===== src/rtl/metp_pkg.sv =====
// Shared widths, fixed-point constants and the multiplier request type for the pixel engine.
`default_nettype none

package metp_pkg;

  // Data path widths
  localparam int unsigned DW        = 64;   // fixed-point word
  localparam int unsigned PW        = 128;  // full product
  localparam int unsigned HW        = 32;   // partial product operand
  localparam int unsigned FRAC_BITS = 60;   // fraction bits of the fixed-point word

  // Pixel index and iteration count widths
  localparam int unsigned MAX_DIM   = 4096;
  localparam int unsigned IDX_W     = 12;
  localparam int unsigned CNT_W     = 16;
  localparam int unsigned STEP_W    = 63;

  // Request from the sequencer to the shared multiplier
  typedef struct packed {
    logic          start;
    logic [DW-1:0] a;
    logic [DW-1:0] b;
  } mul_req_t;

endpackage

`default_nettype wire


===== src/rtl/metp_mul.sv =====
// Shared 64x64 unsigned multiplier built from four 32x32 partial products, accumulated in turn.
`default_nettype none

module metp_mul (
  input  wire logic                       clk_i,
  input  wire logic                       rst_ni,
  input  wire metp_pkg::mul_req_t         req_i,
  output logic                            done_o,
  output logic [metp_pkg::PW-1:0]         prod_o
);

  logic [metp_pkg::DW-1:0] a_q, b_q;
  logic [1:0]              phase_q;
  logic                    run_q;
  logic [metp_pkg::DW-1:0] pp_q;
  logic [1:0]              pp_sel_q;
  logic                    pp_vld_q;
  logic                    pp_last_q;
  logic [metp_pkg::PW-1:0] acc_q;
  logic                    done_q;

  logic [metp_pkg::HW-1:0] a_half, b_half;
  logic [metp_pkg::PW-1:0] pp_shifted;

  // Pick the operand halves for the current partial product
  assign a_half = phase_q[0] ? a_q[metp_pkg::DW-1:metp_pkg::HW] : a_q[metp_pkg::HW-1:0];
  assign b_half = phase_q[1] ? b_q[metp_pkg::DW-1:metp_pkg::HW] : b_q[metp_pkg::HW-1:0];

  // Align the registered partial product to its weight
  always_comb begin
    case (pp_sel_q)
      2'd0:    pp_shifted = {{metp_pkg::DW{1'b0}}, pp_q};
      2'd1,
      2'd2:    pp_shifted = {{metp_pkg::HW{1'b0}}, pp_q, {metp_pkg::HW{1'b0}}};
      2'd3:    pp_shifted = {pp_q, {metp_pkg::DW{1'b0}}};
      default: pp_shifted = '0;
    endcase
  end

  // Sequence control
  always_ff @(posedge clk_i or negedge rst_ni) begin
    if (!rst_ni) begin
      phase_q   <= 2'd0;
      run_q     <= 1'b0;
      pp_vld_q  <= 1'b0;
      pp_last_q <= 1'b0;
      done_q    <= 1'b0;
    end else if (req_i.start) begin
      phase_q   <= 2'd0;
      run_q     <= 1'b1;
      pp_vld_q  <= 1'b0;
      pp_last_q <= 1'b0;
      done_q    <= 1'b0;
    end else begin
      pp_vld_q  <= run_q;
      pp_last_q <= run_q && (phase_q == 2'd3);
      done_q    <= pp_vld_q && pp_last_q;
      if (run_q) begin
        phase_q <= phase_q + 2'd1;
        if (phase_q == 2'd3) begin
          run_q <= 1'b0;
        end
      end
    end
  end

  // Operands, partial product and accumulator
  always_ff @(posedge clk_i) begin
    if (req_i.start) begin
      a_q   <= req_i.a;
      b_q   <= req_i.b;
      acc_q <= '0;
    end else begin
      if (run_q) begin
        pp_q     <= metp_pkg::DW'(a_half) * metp_pkg::DW'(b_half);
        pp_sel_q <= phase_q;
      end
      if (pp_vld_q) begin
        acc_q <= acc_q + pp_shifted;
      end
    end
  end

  assign done_o = done_q;
  assign prod_o = acc_q;

endmodule

`default_nettype wire


===== config.mk =====
export PLATFORM = sky130hd
export DESIGN_NAME = metp_mul
export DESIGN_NICKNAME = d
export VERILOG_FILES = /design/src/rtl/metp_pkg.sv /design/src/rtl/metp_mul.sv
export SDC_FILE = /design/constraint.sdc
export NUM_CORES = 2
export LEC_CHECK = 0
export ABC_CLOCK_PERIOD_IN_PS = 8109
export BUFFER_PORTS_ARGS = -buffer_cell sky130_fd_sc_hd__buf_2
export CAP_MARGIN = 20
export CELL_PAD_IN_SITES_DETAIL_PLACEMENT = 1
export CELL_PAD_IN_SITES_GLOBAL_PLACEMENT = 2
export CORE_UTILIZATION = 37
export DETAILED_ROUTE_END_ITERATION = 7
export PLACE_DENSITY = 0.91
export SLEW_MARGIN = 0
export SYNTH_ARGS = -nofsm -noshare
export SYNTH_HDL_FRONTEND = slang
export SYNTH_SLANG_ARGS = --single-unit

===== constraint.sdc =====
create_clock -name clk_i -period 8.11 [get_ports clk_i]
set_input_delay 0.811 -clock clk_i [delete_from_list [all_inputs] [get_ports clk_i]]
set_output_delay 0.811 -clock clk_i [all_outputs]
set_load 0.03 [all_outputs]

==> flow_summary.yaml <==
synth:
  syn_area_um2: 52760
  synthXorXnorAreaFrac_pct: 2.955
  yosysUniqueCellTypes: 89
  synth_fa_ha_area_share_pct: 43.36
  synthCells: 5862
  yosysSeqAreaShare_pct: 16.18
  synth-compound-area-share_pct: 10.48
  ys_top_cells_by_area: "fa_1, edfxtp_1, ha_1, inv_1, nor2_1"
  synth-edff-count: 194
  yosysTopAreaCell: "fa_1"
  ys_dominant_reg_cell: "edfxtp_1"
  synth_top_family_by_area: "adder cells"
  synth_top_area_share_pct: 34.04
  synth_commonest_cells: "inv_1, fa_1, nor2_1, nand2_1, ha_1"
  yosysMostFrequentCell: "inv_1"
  syn_nets: 7283
  async_reset_ff_share_pct: 1.829
  syn-mean-instance-area_um2: 9.000
  synthSimpleGateAreaFrac_pct: 14.72
  ys_warn_count: 0
  muxShareOfSynthArea_pct: 3.697
  synth-seq-cells: 328
global_route:
  grt_pass1_wl_um: 319200
  grt_busiest_layer: "met2"
  grt_start_max_net_pins: 87
  grt.total_usage_pct: 29.49
  grt_pass1_vias: 49890
  grt_use_met2_pct: 48.37
  grt_remaining_overflow: 0
  use_met3_pct: 4.913
  grt_antenna_before_repair: 6
  grt_use_met1_pct: 38.58
sta:
  setup_slack_ns: -0.4556
  clock_skew_ns: 0.03507
  period_share_pct: 105.6
  slew_viol_final: 0
  setup_viol: 17
  rsz0062_at_grt: "true"
  max_freq_mhz: 116.7
  period_minus_slack_ns: 8.566
  relSlewSlack_pct: 31.94
  hold_viol: 0
  tightestPinTransition_ns: 1.021
setup_path:
  crit_top_cell: "fa_1"
  worst_setup_path_end_kind: "flip-flop"
  cpMaxStageDelayCell: "fa_1"
  critPathMaxStageDelay_ns: 0.60
  critical_path_depth: 30
  crit_required_ns: 8.48
  start_kind: "flip-flop"
  crit_path_max_fanout: 6
  critPathArrivalTime_ns: 8.94
  r2r_cells: 30
  cpLargestDelayFamily: "adder cells"
  crit_type: "reg -> reg"
  path_buf_inv: 7
place:
  port_buffers: 259
  gp_congestion: 0.9762
  dp_hpwl_um: 182500
  pre_cts_ws_ns: -0.5639
  placed_area_um2: 59530
outcome:
  outcome: "finished, violations left"
  violations: "setup timing"
die:
  die_w_um: 379.6
  start_util_pct: 37.26
  die_y_um: 379.6
  dieArea_um2: 144100
  rows: 138
  io_pins: 260
  core_area_um2: 141600
route:
  drtIter0Drc: 3606
  vias: 46190
  vias_per_cell: 5.551
  ant_nets: 0
  drt_pass1_iterations: 6
  drc_errors: 0
  route.detailed.wl_per_inst_um: 26.53
  routed_wl_um: 220800
clocking:
  cts.sinks: 328
  clkSlewWorstSetupHoldPaths_ns: 0.08
  clock_latency_ns: 0.65
  root_buffer: "clkbuf_16"
  numCtsBuffers: 41
  cts_tree: "yes"
  clk_path_buf_depth: 3
  ctsHoldBuffers: 0
  cts-htree-levels: 2
job:
  max_cap_violations: 0
layout:
  utilization_pct: 44.73
  syn_to_final_growth_pct: 20.03
  final_area_um2: 63330
  nNetsFinal: 7817
  layout-drive-gt1-share_pct: 19.26
worst_hold_path:
  min_path_type: "in -> async"
[layout make-up]
type / instances / area, um^2
Tap cell: 1890 / 2365
Antenna cell: 2 / 5.005
Timing Repair Buffer: 800 / 6540
Sequential cell: 328 / 8549
Clock inverter: 30 / 314.1
Multi-Input combinational cell: 4327 / 41120
Clock buffer: 45 / 1062
Inverter: 898 / 3371
Fill cell: 16230 / 78260
[worst register-to-register path, delay by kind of cell, from the launching register on]
kind	cells	cell delay, ns
and+or+nand+nor	3	0.46
AOI/OAI and AO/OA	9	1.49
DFF	1	0.52
adders and majority gates	9	4.54
muxes	1	0.20
buffers and inverters	7	1.00
xor gates and xnor gates	1	0.10
[worst paths after layout]
path | from | to | slack, ns
worst max-delay path | phase_q[0] | pp_q[63] | -0.46
worst min-delay path | rst_ni | pp_vld_q | 0.11
worst max register to register | phase_q[0] | pp_q[63] | -0.46
worst min register to register | prod_o[105] | prod_o[105] | 0.48
max in group asynchronous | rst_ni | phase_q[1] | 7.62
min in group clk_i | req_i[64] | a_q[0] | 0.34
[repair_timing]
action                     CTS  global route
setup buffers               45            50
resized for setup          132           237
setup endpoints to repair   19            23
cloned                       2             7
pin swaps                   58           123
[state kept, by name (all words and copies together), names as in the netlist]
register and cells:
run_q 1, prod_o 128, done_o 1, a_q 64, pp_vld_q 1, phase_q 2
pp_sel_q 2, b_q 64, pp_q 64, pp_last_q 1
[layout by cell type, fill, tap and decap left out, types with 157 or more instances in the layout]
cell / netlist / final
inv_1: 898 / 879
fa_1: 897 / 844
ha_1: 393 / 366
nand2_1: 672 / 663
buf_2: 12 / 259
o21ai_0: 168 / 157
nor2_1: 790 / 748
edfxtp_1: 194 / 194
a21oi_1: 251 / 231
buf_4: 0 / 409
[kinds of logic after synthesis]
| family | count (synthesis) |
|---|---|
| buffers and inverters | 1207 |
| multiplexers | 187 |
| flip-flops | 328 |
| adder cells (fa/ha/maj) | 1290 |
| AND/OR/NAND/NOR | 1829 |
| AO/OA/AOI/OAI | 843 |
| XOR/XNOR | 178 |
[routing by layer]
layer / share of wire [%] / up-vias
li1: - / 19840
met1: 40 / 23840
met2: 46 / 2019
met3: 8.2 / 491
met4: 5.1 / 0
met5: 0 / -
[metrics by stage]
stage / TNS, ns / instances / hold slack [ns]
2_1_floorplan: 0 / 5862 / 0.4277
4_1_cts: -2.097 / 8267 / 0.08126
3_3_place_gp: -3.219 / 8145 / 0.4684
3_5_place_dp: -6.423 / 8145 / 0.4768
5_1_grt: -6.649 / 8318 / 0.1064
6_report: -3.881 / 8320 / 0.1072
Power is not shown: default switching activity piles up to over one toggle a cycle in this logic, so the estimate is an artifact.
